--- src/smeu_ram.sv ---
// Generic single-port-write, single-port-read RAM with registered read data.
module smeu_ram #(
  parameter int WIDTH = 32,
  parameter int DEPTH = 64
) (
  input  logic                     clk,
  input  logic                     we,
  input  logic [$clog2(DEPTH)-1:0] waddr,
  input  logic [WIDTH-1:0]         wdata,
  input  logic [$clog2(DEPTH)-1:0] raddr,
  output logic [WIDTH-1:0]         rdata
);

  logic [WIDTH-1:0] mem [DEPTH];

  always_ff @(posedge clk) begin
    if (we) begin
      mem[waddr] <= wdata;
    end
    rdata <= mem[raddr];
  end

endmodule

--- config.mk ---
export PLATFORM = sky130hd
export DESIGN_NAME = smeu_ram
export DESIGN_NICKNAME = d
export VERILOG_FILES = /design/src/smeu_ram.sv
export SDC_FILE = /design/constraint.sdc
export NUM_CORES = 2
export LEC_CHECK = 0
export ABC_AREA = 1
export ABC_CLOCK_PERIOD_IN_PS = 11620
export BUFFER_PORTS_ARGS = -buffer_cell sky130_fd_sc_hd__buf_2
export CORE_MARGIN = 5
export CORE_UTILIZATION = 54
export CTS_CLUSTER_DIAMETER = 40
export DETAILED_ROUTE_END_ITERATION = 8
export PLACE_DENSITY = 0.8
export SLEW_MARGIN = 5
export SYNTH_ARGS = -nofsm -noshare
export SYNTH_HDL_FRONTEND = slang
export SYNTH_SLANG_ARGS = --single-unit
--- constraint.sdc ---
create_clock -name clk -period 11.62 [get_ports clk]
set_clock_uncertainty 0.05 [all_clocks]
set_input_delay 2.324 -clock clk [delete_from_list [all_inputs] [get_ports clk]]
set_output_delay 2.324 -clock clk [all_outputs]
set_load 0.01 [all_outputs]
==> results_dict.tcl <==
set metrics [dict create \
    drt_drc_violations_left 0 \
    globalplace.congestion 0.8498 \
    cts_setup_buffers 0 \
    final_common_cell "nand2_1" \
    max_clock_freq_ghz 0.1937 \
    grt_max_degree 241 \
    cp-start-kind "primary input" \
    setup_slack_ns 6.457 \
    io_pins 78 \
    holdCritPathClass "flop to flop" \
    synth_cell_type_count 16 \
    worst_pin_slew_ns 1.344 \
    fin_tns_setup_ns 0 \
    setup_violations 0 \
    max-cap-violations 0 \
    min_period_over_period_pct 44.43 \
    die_y_um 401.4 \
    top_usage_layer "met2" \
    dieArea_um2 161100 \
    reg2reg_slack_ns 9.96 \
    detail-route-antenna-nets 0 \
    end_kind "flop" \
    root_buffer "clkbuf_16" \
    min-delay-start "mem[38][1]" \
    ctsHoldBuffers 0 \
    min_to "rdata[1]" \
    crit_path_max_incr_delay_ns 0.74 \
    vias 56089 \
    clk_pin_slew_ns 0.06 \
    wl_per_cell_um 25.54 \
    critPathRequiredTime_ns 12.34 \
    dp_worst_setup_slack_ns 5.798 \
    status "finished clean" \
    p_leak_uw 0.03207 \
    syn-num-nets 6815 \
    track_usage_pct 27.66 \
    cp.arrival_ns 5.88 \
    fin_hold_ws_ns 0.7775 \
    area_growth_pct 10.69 \
    syn_inst 6769 \
    cts_max_level 4 \
    cts_num_sinks 2080 \
    grt_pass1_vias 54472 \
    fp.coreArea_um2 152100 \
    die_w_um 401.4 \
    whs_path_depth 8 \
    use_met1_pct 36.04 \
    dpl.cell_count 8548 \
    power_density_nw_per_um2 172.7 \
    insertion_delay_ns 0.85 \
    final_cell_mix "2248 x nand2_1, 2048 x edfxtp_1, 1907 x nand3_1" \
    syn_area_um2 82740 \
    met2_usage_pct 43.53 \
    ys_seq_elements 2080 \
    cts_buffers 200 \
    rsz0062_at_grt "false" \
    worst-path-max-fanout 240 \
    nNetsFinal 6766 \
    antenna_found_initial 20 \
    finalPower_uw 15810 \
    seq_area_um2 62140 \
    cts-resized-gates 0 \
    cts_tree "done" \
    hold_viol 0 \
    worstReg2RegStart "mem[40][13]" \
    dp_hpwl_um 113500 \
    synth_warnings 0 \
    avgSynthCellArea_um2 12.22 \
    slew_headroom_pct 10.43 \
    port_buffers 77 \
    use_met3_pct 7.078 \
    initial_utilization_pct 54.40 \
    worstSetupPathType "primary input to flop" \
    seq_area_frac_synth_pct 75.10 \
    peakVddDrop_uv 165.2 \
    rows 143 \
    slowest_stage "buf_4" \
    grt_overflow 0 \
    finalNonFillerCells 8924 \
    clk_path_buf_depth 3 \
    drv_slew 0 \
    vias_per_cell 6.285 \
    multi_input_area_um2 18770 \
    wirelength_um 227900 \
    critical_path.cell_chain "buf_8, inv_16, buf_4, buf_4, nand2_1, nand3_1, nand3_1, nand3_1, nand3_1, nand2_1, nand2_1, nand2_1" \
    fillers 10820 \
    drive_gt1_share_pct 8.206 \
    ff2ff_path_depth 8 \
    fin_crit_ns 5.163 \
    grt_pass1_wl_um 336700 \
    drtPass1Iterations 7 \
    initialDrtViolationCount 9039 \
    rr_endpoint "rdata[13]" \
]
cells in the mapped netlist:
library cell / count / area [um2]
buf_1: 40 / 150.1
buf_2: 282 / 1411
buf_4: 45 / 337.8
buf_6: 3 / 33.78
buf_8: 2 / 30.03
clkbuf_1: 77 / 289.0
dfxtp_1: 32 / 640.6
edfxtp_1: 2048 / 61500
inv_1: 9 / 33.78
inv_2: 2 / 7.510
inv_4: 1 / 6.260
nand2_1: 2248 / 8438
nand3_1: 1907 / 9544
nand4_1: 9 / 56.30
nor2_1: 56 / 210.2
nor4_1: 8 / 50.05
per-layer routing:
| metal | share of wire (%) | routed length [um] | vias up |
|---|---|---|---|
| met4 | 5.5 | 12590 | 14 |
| met2 | 46 | 105700 | 4509 |
| met5 | 0.041 | 94 | - |
| li1 | - | - | 24009 |
| met1 | 34 | 76430 | 26734 |
| met3 | 15 | 33120 | 823 |
sequential cells by signal (all words and copies together) (netlist names):
register,cells
rdata,32
mem,2048
power breakdown:
part / switching, uW / leakage, uW / internal [uW]
combinational: 696 / 0.0102 / 209
clock: 2780 / 0.00321 / 3780
sequential: 47.9 / 0.0187 / 8310
kinds of logic after synthesis:
kind of cell | Yosys count | synth area share [%]
buf+inv | 461 | 2.779
flops | 2080 | 75.10
simple gates | 4228 | 22.12
worst max-delay path, delay by kind of cell:
| kind | cells | cell delay, ns |
|---|---|---|
| simple gates | 8 | 0.93 |
| buf+inv | 4 | 2.33 |
per-stage QoR:
| stage | instance area [um2] | util [%] |
|---|---|---|
| 3_5_place_dp | 84940 | 55.85 |
| 2_1_floorplan | 82740 | - |
| 6_report | 91580 | 60.22 |
| 4_1_cts | 91560 | 60.20 |
| 3_3_place_gp | 84940 | 55.85 |
| 5_1_grt | 91570 | 60.21 |
worst max path at each step:
stage	cells past startpoint	to	start	slack, ns
detailed placement	12	rdata[13]	raddr[0]	5.80
finish	12	rdata[13]	raddr[0]	6.46
global route	12	rdata[21]	raddr[0]	6.24
floorplan	3	mem[48][0]	we	5.12
CTS	12	rdata[21]	raddr[0]	6.63
global placement	12	rdata[12]	raddr[0]	5.87
area by class of cell:
cell class | count | share of cell area, %
antenna | 9 | 0.02459
clock buffer | 251 | 5.878
clock inverter | 116 | 1.348
inverter | 12 | 0.09154
multi-input combinational | 4228 | 20.49
sequential | 2080 | 67.85
tap | 2030 | 2.773
timing repair buffer | 198 | 1.537
Note: power is estimated with default switching activity, not from simulation.
