==> src/smeu_pkg.sv <==
// Package with opcodes, status codes, sizes and shared types of the stack machine execute unit.
package smeu_pkg;

  localparam int DATA_STACK_DEPTH   = 64;
  localparam int RETURN_STACK_DEPTH = 16;
  localparam int REG_COUNT          = 8;
  localparam int RAM_WORDS          = 256;
  localparam int PROGRAM_WORDS      = 1024;

  localparam int DS_AW  = $clog2(DATA_STACK_DEPTH);
  localparam int DS_DW  = $clog2(DATA_STACK_DEPTH + 1);
  localparam int RS_AW  = $clog2(RETURN_STACK_DEPTH);
  localparam int RS_DW  = $clog2(RETURN_STACK_DEPTH + 1);
  localparam int REG_AW = $clog2(REG_COUNT);
  localparam int RAM_AW = $clog2(RAM_WORDS);
  localparam int PC_W   = 10;

  localparam logic [4:0] OP_PUSH  = 5'd0;
  localparam logic [4:0] OP_OUT   = 5'd1;
  localparam logic [4:0] OP_ADD   = 5'd2;
  localparam logic [4:0] OP_SUB   = 5'd3;
  localparam logic [4:0] OP_DIV   = 5'd4;
  localparam logic [4:0] OP_MUL   = 5'd5;
  localparam logic [4:0] OP_SQRT  = 5'd6;
  localparam logic [4:0] OP_IN    = 5'd7;
  localparam logic [4:0] OP_POPR  = 5'd8;
  localparam logic [4:0] OP_PUSHR = 5'd9;
  localparam logic [4:0] OP_JMP   = 5'd10;
  localparam logic [4:0] OP_JE    = 5'd11;
  localparam logic [4:0] OP_JNE   = 5'd12;
  localparam logic [4:0] OP_JA    = 5'd13;
  localparam logic [4:0] OP_JAE   = 5'd14;
  localparam logic [4:0] OP_JB    = 5'd15;
  localparam logic [4:0] OP_JBE   = 5'd16;
  localparam logic [4:0] OP_CALL  = 5'd17;
  localparam logic [4:0] OP_RET   = 5'd18;
  localparam logic [4:0] OP_PUSHM = 5'd19;
  localparam logic [4:0] OP_POPM  = 5'd20;
  localparam logic [4:0] OP_NOP   = 5'd21;

  localparam logic [2:0] ST_OK    = 3'd0;
  localparam logic [2:0] ST_FULL  = 3'd1;
  localparam logic [2:0] ST_EMPTY = 3'd2;
  localparam logic [2:0] ST_DIV0  = 3'd3;
  localparam logic [2:0] ST_NEG   = 3'd4;
  localparam logic [2:0] ST_INDEX = 3'd5;
  localparam logic [2:0] ST_RET   = 3'd6;

  // Request to the iterative divide and square root unit.
  typedef struct packed {
    logic        start;
    logic        is_sqrt;
    logic [31:0] a;
    logic [31:0] b;
  } smeu_iter_req_t;

endpackage

==> src/smeu_iter.sv <==
// Iterative signed divider and integer square root, one bit or one root digit per cycle.
module smeu_iter
  import smeu_pkg::*;
(
  input  logic           clk,
  input  logic           rst_n,
  input  smeu_iter_req_t req,
  output logic           done,
  output logic [31:0]    result
);

  logic        busy_r, busy_nxt;
  logic        sqrt_r, sqrt_nxt;
  logic [5:0]  cnt_r, cnt_nxt;
  logic [31:0] num_r, num_nxt;
  logic [31:0] den_r, den_nxt;
  logic [32:0] rem_r, rem_nxt;
  logic [31:0] quo_r, quo_nxt;
  logic        neg_r, neg_nxt;
  logic        done_r, done_nxt;
  logic [32:0] trial;
  logic [33:0] strial;
  logic [33:0] srem;

  assign done   = done_r;
  assign result = neg_r ? (32'd0 - quo_r) : quo_r;

  // One quotient bit or one root bit each cycle; sqrt consumes two radicand bits per step.
  always_comb begin
    busy_nxt = busy_r;
    sqrt_nxt = sqrt_r;
    cnt_nxt  = cnt_r;
    num_nxt  = num_r;
    den_nxt  = den_r;
    rem_nxt  = rem_r;
    quo_nxt  = quo_r;
    neg_nxt  = neg_r;
    done_nxt = 1'b0;
    trial    = {rem_r[31:0], num_r[31]};
    srem     = {rem_r[31:0], num_r[31:30]};
    strial   = srem - {quo_r, 2'b01};
    if (req.start) begin
      busy_nxt = 1'b1;
      sqrt_nxt = req.is_sqrt;
      rem_nxt  = '0;
      quo_nxt  = '0;
      if (req.is_sqrt) begin
        cnt_nxt = 6'd16;
        num_nxt = req.a;
        neg_nxt = 1'b0;
      end else begin
        cnt_nxt = 6'd32;
        num_nxt = req.a[31] ? (32'd0 - req.a) : req.a;
        den_nxt = req.b[31] ? (32'd0 - req.b) : req.b;
        neg_nxt = req.a[31] ^ req.b[31];
      end
    end else if (busy_r) begin
      if (sqrt_r) begin
        num_nxt = {num_r[29:0], 2'b00};
        if (!strial[33]) begin
          rem_nxt = strial[32:0];
          quo_nxt = {quo_r[30:0], 1'b1};
        end else begin
          rem_nxt = srem[32:0];
          quo_nxt = {quo_r[30:0], 1'b0};
        end
      end else begin
        num_nxt = {num_r[30:0], 1'b0};
        if (trial >= {1'b0, den_r}) begin
          rem_nxt = trial - {1'b0, den_r};
          quo_nxt = {quo_r[30:0], 1'b1};
        end else begin
          rem_nxt = trial;
          quo_nxt = {quo_r[30:0], 1'b0};
        end
      end
      cnt_nxt = cnt_r - 6'd1;
      if (cnt_r == 6'd1) begin
        busy_nxt = 1'b0;
        done_nxt = 1'b1;
      end
    end
  end

  always_ff @(posedge clk) begin
    if (!rst_n) begin
      busy_r <= 1'b0;
      done_r <= 1'b0;
    end else begin
      busy_r <= busy_nxt;
      done_r <= done_nxt;
    end
    sqrt_r <= sqrt_nxt;
    cnt_r  <= cnt_nxt;
    num_r  <= num_nxt;
    den_r  <= den_nxt;
    rem_r  <= rem_nxt;
    quo_r  <= quo_nxt;
    neg_r  <= neg_nxt;
  end

endmodule

==> config.mk <==
export PLATFORM = sky130hd
export DESIGN_NAME = smeu_iter
export DESIGN_NICKNAME = d
export VERILOG_FILES = /design/src/smeu_pkg.sv /design/src/smeu_iter.sv
export SDC_FILE = /design/constraint.sdc
export NUM_CORES = 1
export LEC_CHECK = 0
export BUFFER_PORTS_ARGS = -buffer_cell sky130_fd_sc_hd__buf_2
export CAP_MARGIN = 40
export CORE_MARGIN = 3
export CORE_UTILIZATION = 62
export CTS_CLUSTER_DIAMETER = 50
export DETAILED_ROUTE_END_ITERATION = 12
export GPL_TIMING_DRIVEN = 0
export PLACE_DENSITY = 0.83
export SYNTH_ARGS = -nofsm -noshare
export SYNTH_HDL_FRONTEND = slang
export SYNTH_SLANG_ARGS = --single-unit
==> constraint.sdc <==
create_clock -name clk -period 3.8 [get_ports clk]
set_input_delay 0.57 -clock clk [delete_from_list [all_inputs] [get_ports clk]]
set_output_delay 0.57 -clock clk [all_outputs]
set_load 0.005 [all_outputs]
==> results list, run 1 <==
- Share of the clock period used by the worst path after layout: 0.985
* Required time at the endpoint of the critical path: 3.23 ns
- Total power per unit cell area: 727 nW/um2
- The synthesized design spends more area on one cell type than any other, namely edfxtp_1.
- Remaining global-route overflow: 0
- Crit path buffers/inverters: 2
* Worst path top cell family by delay: simple AND/OR/NAND/NOR gates
* Cell types with the largest area share after synthesis: edfxtp_1 (19%), dfxtp_1 (12%), xnor2_1 (7.7%)
- Of the cells placed in the final design, the portion with a size suffix greater than 1 is 0.126.
* Logic pwr share: 0.604
- In the final routed layout, each cell accounts on average for 17.5 um.
- WP data arrival: 3.17 ns
- Number of fill cells: approximately 1400
- The synthesized design contains between 70 and 80 enable-type register cells.
- #FFs+latches synth: 138
- Critical Path Sink Type: output pin
* Post-synth top flop: edfxtp_1
- Of the total power, the share spent switching nets is 0.451.
* Distinct cells, synth: 81
- Starting Density: 0.635
- The largest single stage delay on the critical path is 0.45 ns.
* Total vias in the final route: ~11000
- The worst setup path is launched from a flop.
* Max clock buf depth: 2
- Clock share of power: 0.181
* Detailed-routing iteration count for the pre-antenna-repair pass: 6
* Post-route worst hold slack: 0.372 ns
* Area fraction of the dominant cell type after synthesis: 0.189
- OpenSTA, run right after detailed placement, puts the worst setup slack at around 0.16 ns.
- At the end of the flow, the number of nets in the layout was 1609.
- Area added between synthesis and finish: 13.1%
- The wire-length estimate of the detail-placed layout is 22800 um.
- Counting every instance in the synthesized netlist gives 1348.
* Number of DRC markers in iteration 0: 803
- Weighted congestion reported at the end of routability-driven placement: roughly 0.95
* Top post-synthesis cells by count: nand2_1 (141), nor2_1 (121), xnor2_1 (101), o21ai_0 (85), inv_1 (83)
* Post-Route WL: 29900 um
- Worst setup skew after layout: 0.00855 ns
* Via count of the first global-routing pass: 10400
* Outcome: finished clean
* Library cell appearing most often on the critical path: or4_4
- Final hold vios: 0
- After clock tree synthesis, the flow added hold-fix buffers numbering 0.
* Part of the power in registers: 0.216
- Buffers on Ports: 100
- Across the run, the number of max-cap violations was 0.
- Post-Syn Nets: roughly 1500
- Setup Crit Path Kind: reg -> out
* Count of pins on the block boundary: 101
- The worst pin sits at a relative slew slack of 0.437.
- Worst-Margin Slew: 0.844 ns
- Along the worst path, the maximum fanout reaches 6.
* Final Total Pwr: between 9000 and 10000 uW
- The final-report max-slew violation count came to 0.
* Internal power contribution: 5160 uW
* Switching power total: 4240 uW
- Total Routing Usage GR: 0.293
* Minimum clock period: 3.74 ns
- Setup repair after global routing could not meet its margin everywhere.
- Class of the most critical hold timing path: in -> reg
* Highest Clock Rate: 267 MHz
- Die area: 20100 um2
- Sink count of the clock tree: 138
- For this design, the slowest cell found on the critical path is or4_4.
* Leakage power total: about 0.0056 uW
* # setup viols final: 0
- For this run, design rule violations remaining after detail routing come to 0.
- Number of warnings issued by yosys: 0
* Netlist area before placement: 11400 um2
- CTS H-tree lvls: 4
* Inserted Diodes: 0
- The cell sitting at the root of the clock tree is a clkbuf_16.
- Part of the Yosys area used for sequential elements: 0.305
- Pin count of the biggest net entering global routing: 33
* Synth async-reset ratio: 0
- Clock input transition at the sequential cells of the worst setup and hold paths: 0.07 ns
- The region available for standard cell placement spans about 18000 um2.
* TritonCTS clock tree: built
* Min setup slack post-route: ~0.06 ns
* Initial antenna violation count: 0
- The first global-routing pass estimated 48100 um of wire.
* Via-per-instance ratio: 6.23
* Number of placement rows: 49
- Number of clock buffers inserted by TritonCTS: 17
- The worst-case IR drop observed on VDD is 0.715 mV.
* Horiz. Die Dim: 142 um
- Worst-skew pair later-pin latency: 0.44 ns
- Most common cell in the netlist: nand2_1
* Die Ht: 142 um
- The count of nets left with antenna violations once routing finished came out at 0.
- Synth Area per Inst: 8.48 um2
- Traced cell by cell, the critical path runs through nor4_4, nand3_1, or4_4, or4_4, clkinv_2, nand2_2, or3_4, o31ai_4, xnor2_1, buf_2.
-- sequential cells by signal (all words and copies together) (netlist names) --
| signal | flops |
|---|---|
| den_r | 32 |
| num_r | 32 |
| quo_r | 32 |
| rem_r | 32 |
| cnt_r | 6 |
| busy_r | 1 |
| done | 1 |
| neg_r | 1 |
| sqrt_r | 1 |
-- cells in the final DEF, fill, tap and decap left out, types with 18 or more instances in the layout --
| cell type | n |
|---|---|
| a21o_1 | 37 |
| a21oi_1 | 77 |
| buf_2 | 111 |
| clkbuf_1 | 42 |
| dfxtp_1 | 65 |
| edfxtp_1 | 72 |
| ha_1 | 68 |
| inv_1 | 83 |
| mux2i_1 | 81 |
| nand2_1 | 141 |
| nand3_1 | 26 |
| nor2_1 | 121 |
| nor3_1 | 19 |
| o21ai_0 | 84 |
| o31ai_1 | 18 |
| xnor2_1 | 100 |
| xor2_1 | 51 |
-- through the flow --
stage          TNS [ns]  std cells   util  area [um2]
4_1_cts               0       1713  0.715       12900
3_5_place_dp          0       1680  0.682       12300
3_3_place_gp      -2.28       1677  0.678       12200
6_report              0       1713  0.718       12900
2_1_floorplan         0       1348      -       11400
5_1_grt          -0.107       1713  0.718       12900
-- routing by layer --
layer | share of wire | global-route usage | vias to the layer above
li1 | - | - | 5136
met5 | 0 | 0 | -
met1 | 0.41 | 0.350 | 5055
met3 | 0.062 | 0.0485 | 91
met4 | 0.033 | 0.111 | 0
met2 | 0.50 | 0.527 | 392
-- logic make-up (layout without fill, tap and decap cells) --
| group | count (synthesis) | in the layout | synth area share |
|---|---|---|---|
| simple gates | 399 | 399 | 0.164 |
| buf+inv | 151 | 287 | 0.0523 |
| flops | 138 | 138 | 0.305 |
| fa+ha+maj | 70 | 70 | 0.0772 |
| compound gates | 353 | 353 | 0.211 |
| xor+xnor | 152 | 152 | 0.116 |
| mux | 85 | 85 | 0.0748 |
-- what timing repair did --
item                                    CTS  global route
gates resized for setup                   0             8
endpoints found under the setup margin    1            34
buffers inserted                          1             1
cloned                                    0             0
hold endpoints to repair                  0             0
pin swaps                                 1             1
-- power by group through the flow --
stage | clock, uW | combinational (uW) | sequential (uW)
2_1_floorplan | 0 | 4350 | 1940
3_3_place_gp | 0 | 5390 | 2040
3_5_place_dp | 0 | 5480 | 2050
4_1_cts | 1700 | 5530 | 2020
5_1_grt | 1750 | 6210 | 2040
6_report | 1700 | 5670 | 2030
-- path summary, 6_finish.rpt --
kind                end  slack, ns  depth (start not counted)      start
min reg2reg   quo_r[19]       0.57                          2  quo_r[19]
max reg2reg   rem_r[12]       0.12                         13  rem_r[19]
max          result[29]       0.06                         10   quo_r[3]
min              busy_r       0.37                          3      rst_n
-- tightest hold or removal path, stage by stage --
cell	delay (ns)
buf_2	0.07
inv_1	0.04
nor2_1	0.09
-- final cells by class --
type                       count  area [um2]  share of cell area
buffer                        65         273              0.0211
clock buffer                  17         425              0.0329
clock inverter                15         165              0.0128
inverter                      85         320              0.0248
multi-input combinational   1059        7400               0.572
sequential                   138        3480               0.269
tap                          229         287              0.0222
timing repair buffer         105         578              0.0447
Power figures use the tool's default switching activity.
==> run 2: changes to the inputs <==
- clock period: 3.8 -> 4.05 ns (I/O delays scaled with it)
==> results list, run 2 (synthesis results as in run 1) <==
- Leakage power total: 0.00556 uW (was 0.00558 uW)
- Min setup slack post-route: 0.194 ns (was 0.0587 ns)
- Weighted congestion reported at the end of routability-driven placement: 0.950 (unchanged)
- The via count of the first global-routing pass is 10300 (was 10400).
* Met3 Routed Length: 2050 um (was 1860 um)
- Final instance count without filler cells: 1712 (was 1713)
- The origin of the worst min-delay path is req[0] (was rst_n).
- The post-CTS setup repair buffer count came to 0 (was 1).
- Inserted Diodes: 0 (unchanged)
* Standard cell core area: 18000 um2 (unchanged)
- The maximum number of pins on one net before global-route repair was 33 (unchanged).
- The worst slack after detailed placement is 0.413 ns (was 0.163 ns).
- Share of the clock period used by the worst path after layout: 0.952
- The total negative setup slack was 0 ns (unchanged).
- The clock input transition at the sequential cells of the worst setup and hold paths came to 0.07 ns (about the same).
* Library cell appearing most often on the critical path: or4_4 (unchanged)
- Via-per-instance ratio: 6.21 (was 6.23)
- Remaining global-route overflow: 0 (unchanged)
- Hold-critical path endpoint: den_r[0] (was busy_r)
* Depth of the worst hold-timing path: 1 (was 3)
- The effective utilization at floorplan was 0.635 (unchanged).
* Highest Clock Rate: 259 MHz
- The total of cells resized after clock tree synthesis is 0 (unchanged).
- The ratio of cells with drive above 1 in the final layout came to 0.121 (was 0.126).
- Total count of max-transition violations in the final report: 0 (unchanged)
* Number of placement rows: 49 (unchanged)
- Max clock buf depth: 2 (unchanged)
* Final hold vios: 0 (unchanged)
* Horiz. Die Dim: 142 um (unchanged)
- Flop-to-flop setup slack: 0.35 ns (was 0.12 ns)
- Count of pins on the block boundary: 101 (unchanged)
* TritonCTS clock tree: built (unchanged)
* Critical path's slowest cell: or4_4 (unchanged)
- Reg2reg start: num_r[31] (was rem_r[19])
* Crit path buffers/inverters: 2 (unchanged)
* Required time at the endpoint of the critical path: 3.44 ns (was 3.23 ns)
* Number of remaining DRC errors: 0 (unchanged)
- CTS H-tree lvls: 4 (unchanged)
- Relative slew margins: 0.450 (was 0.437)
* Category of the worst setup path launch point: flop (unchanged)
* Total power per unit cell area: 680 nW/um2 (was 727 nW/um2)
- The instance count after placement with tap cells included came to 1680 (unchanged).
- Placement-stage cell area: 12300 um2 (unchanged)
* First-pass GRT wire length: 48100 um (about the same)
- Number of cell instances on the worst register-to-register path: 14 (was 13)
- Die area: 20100 um2 (unchanged)
* Final nets: 1608 (was 1609)
- Length of routed wiring on met1: 12000 um (was 12200 um)
- Commonest non-fill, non-tap cell in the layout: nand2_1 (unchanged)
* Met2 Wirelength: 15000 um (was 14900 um)
* Minimum clock period: 3.86 ns
- The number of buffers added to fix hold violations after cts was 0 (unchanged).
- CTS root buf: clkbuf_16 (unchanged)
* Setup Crit Path Kind: reg -> out (unchanged)
* Outcome: finished clean (unchanged)
- Worst path top cell family by delay: simple AND/OR/NAND/NOR gates (unchanged)
- Initial antenna violation count: 0 (unchanged)
- The design area was 12900 um2 (about the same).
- Worst ir drop on vdd: 0.649 mV (was 0.715 mV)
- The HPWL after detailed placement came to 22800 um (unchanged).
- The detailed router's first-iteration violation count came to 875 (was 803).
- Worst setup skew after layout: 0.00924 ns (was 0.00855 ns)
- The total global routing track utilization was 0.293 (about the same).
- The via count was 10600 (was 10700).
* Worst-skew pair later-pin latency: 0.44 ns (about the same)
* Top sig layer: met4 (unchanged)
* Buffers on Ports: 100 (unchanged)
- Max-cap violation count: 0 (unchanged)
* # setup viols final: 0 (unchanged)
* Crit-path max FO: 6 (unchanged)
* Highest cell delay on the worst timing path: 0.46 ns (was 0.45 ns)
- Critical Path Sink Type: output pin (unchanged)
- Sink count of the clock tree: 138 (unchanged)
- Commonest cells after routing, fill and taps aside: nand2_1 (141), nor2_1 (121), buf_2 (112) (was nand2_1 (141), nor2_1 (121), buf_2 (111))
- The per-cell routed wire length was 17.4 um (was 17.5 um).
- Detailed-routing iteration count for the pre-antenna-repair pass: 5 (was 6)
- The number of buffers created by CTS came to 17 (unchanged).
- The endpoint of the most critical register-to-register path was rem_r[28] (was rem_r[12]).
- Setup repair after global routing missed its margin: no (was yes).
* Post-Route WL: 29900 um (about the same)
* Post-detailed-route count of antenna-violating nets: 0 (unchanged)
- Die Ht: 142 um (unchanged)
* WP data arrival: 3.25 ns (was 3.17 ns)
- The growth of design area from synthesis to finish came to 12.7% (was 13.1%).
* Cell-by-cell listing of the critical path: nor4_4, nand3_1, or4_4, or4_4, clkinv_2, nand2_2, or3_4, o31ai_4, xnor2_1, buf_2 (unchanged)
- Worst-Margin Slew: 0.826 ns (was 0.844 ns)
- Class of the most critical hold timing path: in -> reg (unchanged)
[run 2: power by group]
group,leakage [uW],switching [uW],internal [uW]
Clock,0.000283,672,919
Sequential,0.00124,230,1670
Combinational,0.00403,3050,2220
[run 2: worst max-delay path by stage]
stage	slack (ns)	endpoint	cells after the start	start
after floorplan	0.94	result[31]	10	quo_r[6]
after global placement	0.14	den_r[29]	3	req[65]
after detailed placement	0.41	rem_r[17]	13	quo_r[10]
after CTS	0.20	result[29]	10	quo_r[2]
after global routing	0.07	rem_r[11]	14	quo_r[10]
final	0.19	result[29]	10	quo_r[2]
[run 2: metal layers]
layer / up-vias / track usage
met5: - / 0
met4: 0 / 0.111
met3: 81 / 0.0485
met2: 412 / 0.527
met1: 5003 / 0.350
li1: 5136 / -
[run 2: stage by stage]
step / util / power [uW] / hold slack [ns]
after floorplan: - / 5910 / 0.487
final: 0.715 / 8770 / 0.413
after global routing: 0.715 / 9340 / 0.415
after CTS: 0.715 / 8670 / 0.408
after detailed placement: 0.682 / 7070 / 0.557
after global placement: 0.678 / 6970 / 0.542
[run 2: area by class of cell]
type	instances	area, um2
fill	1448	5140
buffer	66	278
clock buffer	17	425
multi-input combinational	1059	7360
clock inverter	15	165
timing repair buffer	103	563
inverter	85	320
tap	229	287
sequential	138	3480
==> run 3: changes to the inputs <==
- CORE_UTILIZATION: 62 -> 56
- PLACE_DENSITY: 0.83 -> 0.79
- clock period: 4.05 -> 3.3 ns (I/O delays scaled with it)
==> results list, run 3 (synthesis results as in run 1) <==
- Outcome: finished, violations left (was finished clean)
* Violated checks: setup timing
* Total vias in the final route: 10600 (about the same)
* Logic pwr share: 0.646 (was 0.602)
* Number of DRC markers in iteration 0: 801 (was 875)
- The total global routing track utilization came to 0.276 (was 0.293).
- Setup repair after global routing missed its margin: yes (was no).
- Worst-skew pair later-pin latency: 0.43 ns (was 0.44 ns)
* Die Ht: 149 um (was 142 um)
- Pre-CTS WS: -0.371 ns (was 0.413 ns)
- The maximum buffer depth of the clock tree was 2 (unchanged).
- Pin count of the biggest net entering global routing: 33 (unchanged)
- TritonCTS clock tree: built (unchanged)
- The HPWL after detailed placement is 23300 um (was 22800 um).
- Met1 layer usage reported by global route: 0.359 (was 0.350)
- The number of max-cap violations came to 0 (unchanged).
* Weighted congestion reported at the end of routability-driven placement: 0.908 (was 0.950)
- The critical-path maximum fanout was 7 (was 6).
- Buffers on Ports: 100 (unchanged)
- The normalized max-slew margin is 0.409 (was 0.450).
- The number of nets in the finished design came to 1621 (was 1608).
- Inserted Diodes: 0 (unchanged)
* Worst-Margin Slew: 0.886 ns (was 0.826 ns)
- The total I/O pin count was 101 (unchanged).
- The total negative setup slack is -2.85 ns (was 0 ns).
* Die area: 22200 um2 (was 20100 um2)
- Post-Route WL: 31200 um (was 29900 um)
- The number of vias per cell after detailed routing was 6.03 (was 6.21).
* Mean routed wirelength per cell: 17.7 um (was 17.4 um)
- The number of hold-slack violations in the final timing report came to 0 (unchanged).
- Proportion of layout cells with a drive suffix above 1: 0.178 (was 0.121)
* CTS root buf: clkbuf_16 (unchanged)
- The type of element capturing the critical path is an output pin (unchanged).
- The cell internal power dissipation is 6360 uW (was 4810 uW).
- Remaining global-route overflow: 0 (unchanged)
- Post-layout util: 0.680 (was 0.715)
* Routing layer with the top usage in global route: met2 (unchanged)
- Min setup slack post-route: -0.348 ns (was 0.194 ns)
- Final Total Pwr: 11600 uW (was 8770 uW)
- Part of the power in registers: 0.201 (was 0.217)
* Clock input transition at the sequential cells of the worst setup and hold paths: 0.06 ns (was 0.07 ns)
- First-pass GRT wire length: 49500 um (was 48100 um)
- Worst ir drop on vdd: 0.769 mV (was 0.649 mV)
- The category of the critical setup timing path is reg -> out (unchanged).
- The class of the worst hold path was in -> reg (unchanged).
- Required time at the endpoint of the critical path: 2.80 ns (was 3.44 ns)
* Number of remaining DRC errors: 0 (unchanged)
- The post-route antenna net violation count is 0 (unchanged).
- The area of the core region came to 19800 um2 (was 18000 um2).
- Initial antenna violation count: 0 (unchanged)
- The final count of negative-setup-slack endpoints came to 13 (was 0).
- Highest Clock Rate: about 270 MHz
- Clock share of power: 0.153 (was 0.181)
- The die extent in x is 149 um (was 142 um).
* Leakage power total: 0.00576 uW (was 0.00556 uW)
* Number of fill cells: 1600 (was 1448)
- Detailed-routing iteration count for the pre-antenna-repair pass: 5 (unchanged)
* Sink count of the clock tree: 138 (unchanged)
- Total count of max-transition violations in the final report: 0 (unchanged)
- Minimum clock period: 3.65 ns
- Number of placement rows: 51 (was 49)
* Share of the clock period used by the worst path after layout: 1.11
* DP Cell Count: 1716 (was 1680)
- The setup skew after layout came to 0.00712 ns (was 0.00924 ns).
- Global Route met2 Usage: 0.473 (was 0.527)
- The effective utilization at floorplan is 0.578 (was 0.635).
- Commonest cells after routing, fill and taps aside: nand2_1 (140), nor2_1 (119), buf_2 (104) (was nand2_1 (141), nor2_1 (121), buf_2 (112)).
- Number of clock buffers inserted by TritonCTS: 17 (unchanged)
- The most common cell after layout, fill and taps aside was nand2_1 (unchanged).
* Met3 global-route usage: 0.0413 (was 0.0485)
- The data arrival time of the critical path came to 3.15 ns (was 3.25 ns).
- Area added between synthesis and finish: 17.7% (was 12.7%)
- The net switching share of the total power was 0.451 (about the same).
* Final instance count without filler cells: 1761 (was 1712)
* CTS H-tree lvls: 4 (unchanged)
- The via count of the first global-routing pass came to 10100 (was 10300).
* Total power per unit cell area: 861 nW/um2 (was 680 nW/um2)
- Category of the worst setup path launch point: flop (unchanged)
- The net load switching power was 5230 uW (was 3960 uW).
-- run 3: path summary, 6_finish.rpt --
path	endpoint	slack [ns]	startpoint	cells past startpoint
max	result[31]	-0.35	quo_r[7]	10
min	den_r[0]	0.29	req[0]	1
min reg2reg	quo_r[3]	0.54	quo_r[2]	2
max reg2reg	rem_r[29]	0.06	rem_r[12]	11
-- run 3: routing by layer --
layer | vias up | part of all wire
li1 | 5152 | -
met1 | 5005 | 0.42
met2 | 386 | 0.49
met3 | 75 | 0.066
met4 | 0 | 0.026
met5 | - | 0
-- run 3: worst max-delay path, cell delays in order (launching register included) --
cell and delay [ns]:
dfxtp_2 0.37, nor4_4 0.32, nand3_2 0.13, or4_4 0.44
or4_4 0.45, clkinv_2 0.08, nand2_4 0.06, or3_4 0.44
o31ai_4 0.19, xnor2_1 0.13, buf_2 0.13
-- run 3: power groups by stage --
stage	Sequential, uW	Clock (uW)	Combinational (uW)
floorplan	2240	0	5010
finish	2330	1770	7480
global route	2350	1850	8070
global placement	2350	0	6230
detailed placement	2350	0	6340
CTS	2320	1780	6700
-- run 3: layout make-up --
cell class,instances,area [um2],area share
plain buffers,55,268,0.0199
clock buffers,17,425,0.0316
clock inverters,15,115,0.00855
inverters,85,320,0.0238
multi-input cells,1059,7710,0.573
flip-flops and latches,138,3510,0.261
well taps,265,332,0.0246
repair buffers,127,774,0.0575
-- run 3: repair_timing --
action / in CTS / in global routing
pin swaps: 11 / 25
setup buffers: 13 / 10
resized for setup: 48 / 67
hold buffers: 0 / 0
endpoints found under the setup margin: 45 / 49
cloned: 0 / 1
-- run 3: metrics by stage --
step / hold slack (ns) / cell area, um2
5_1_grt: 0.297 / 13500
4_1_cts: 0.284 / 13100
2_1_floorplan: 0.487 / 11400
3_5_place_dp: 0.557 / 12400
3_3_place_gp: 0.542 / 12300
6_report: 0.293 / 13500
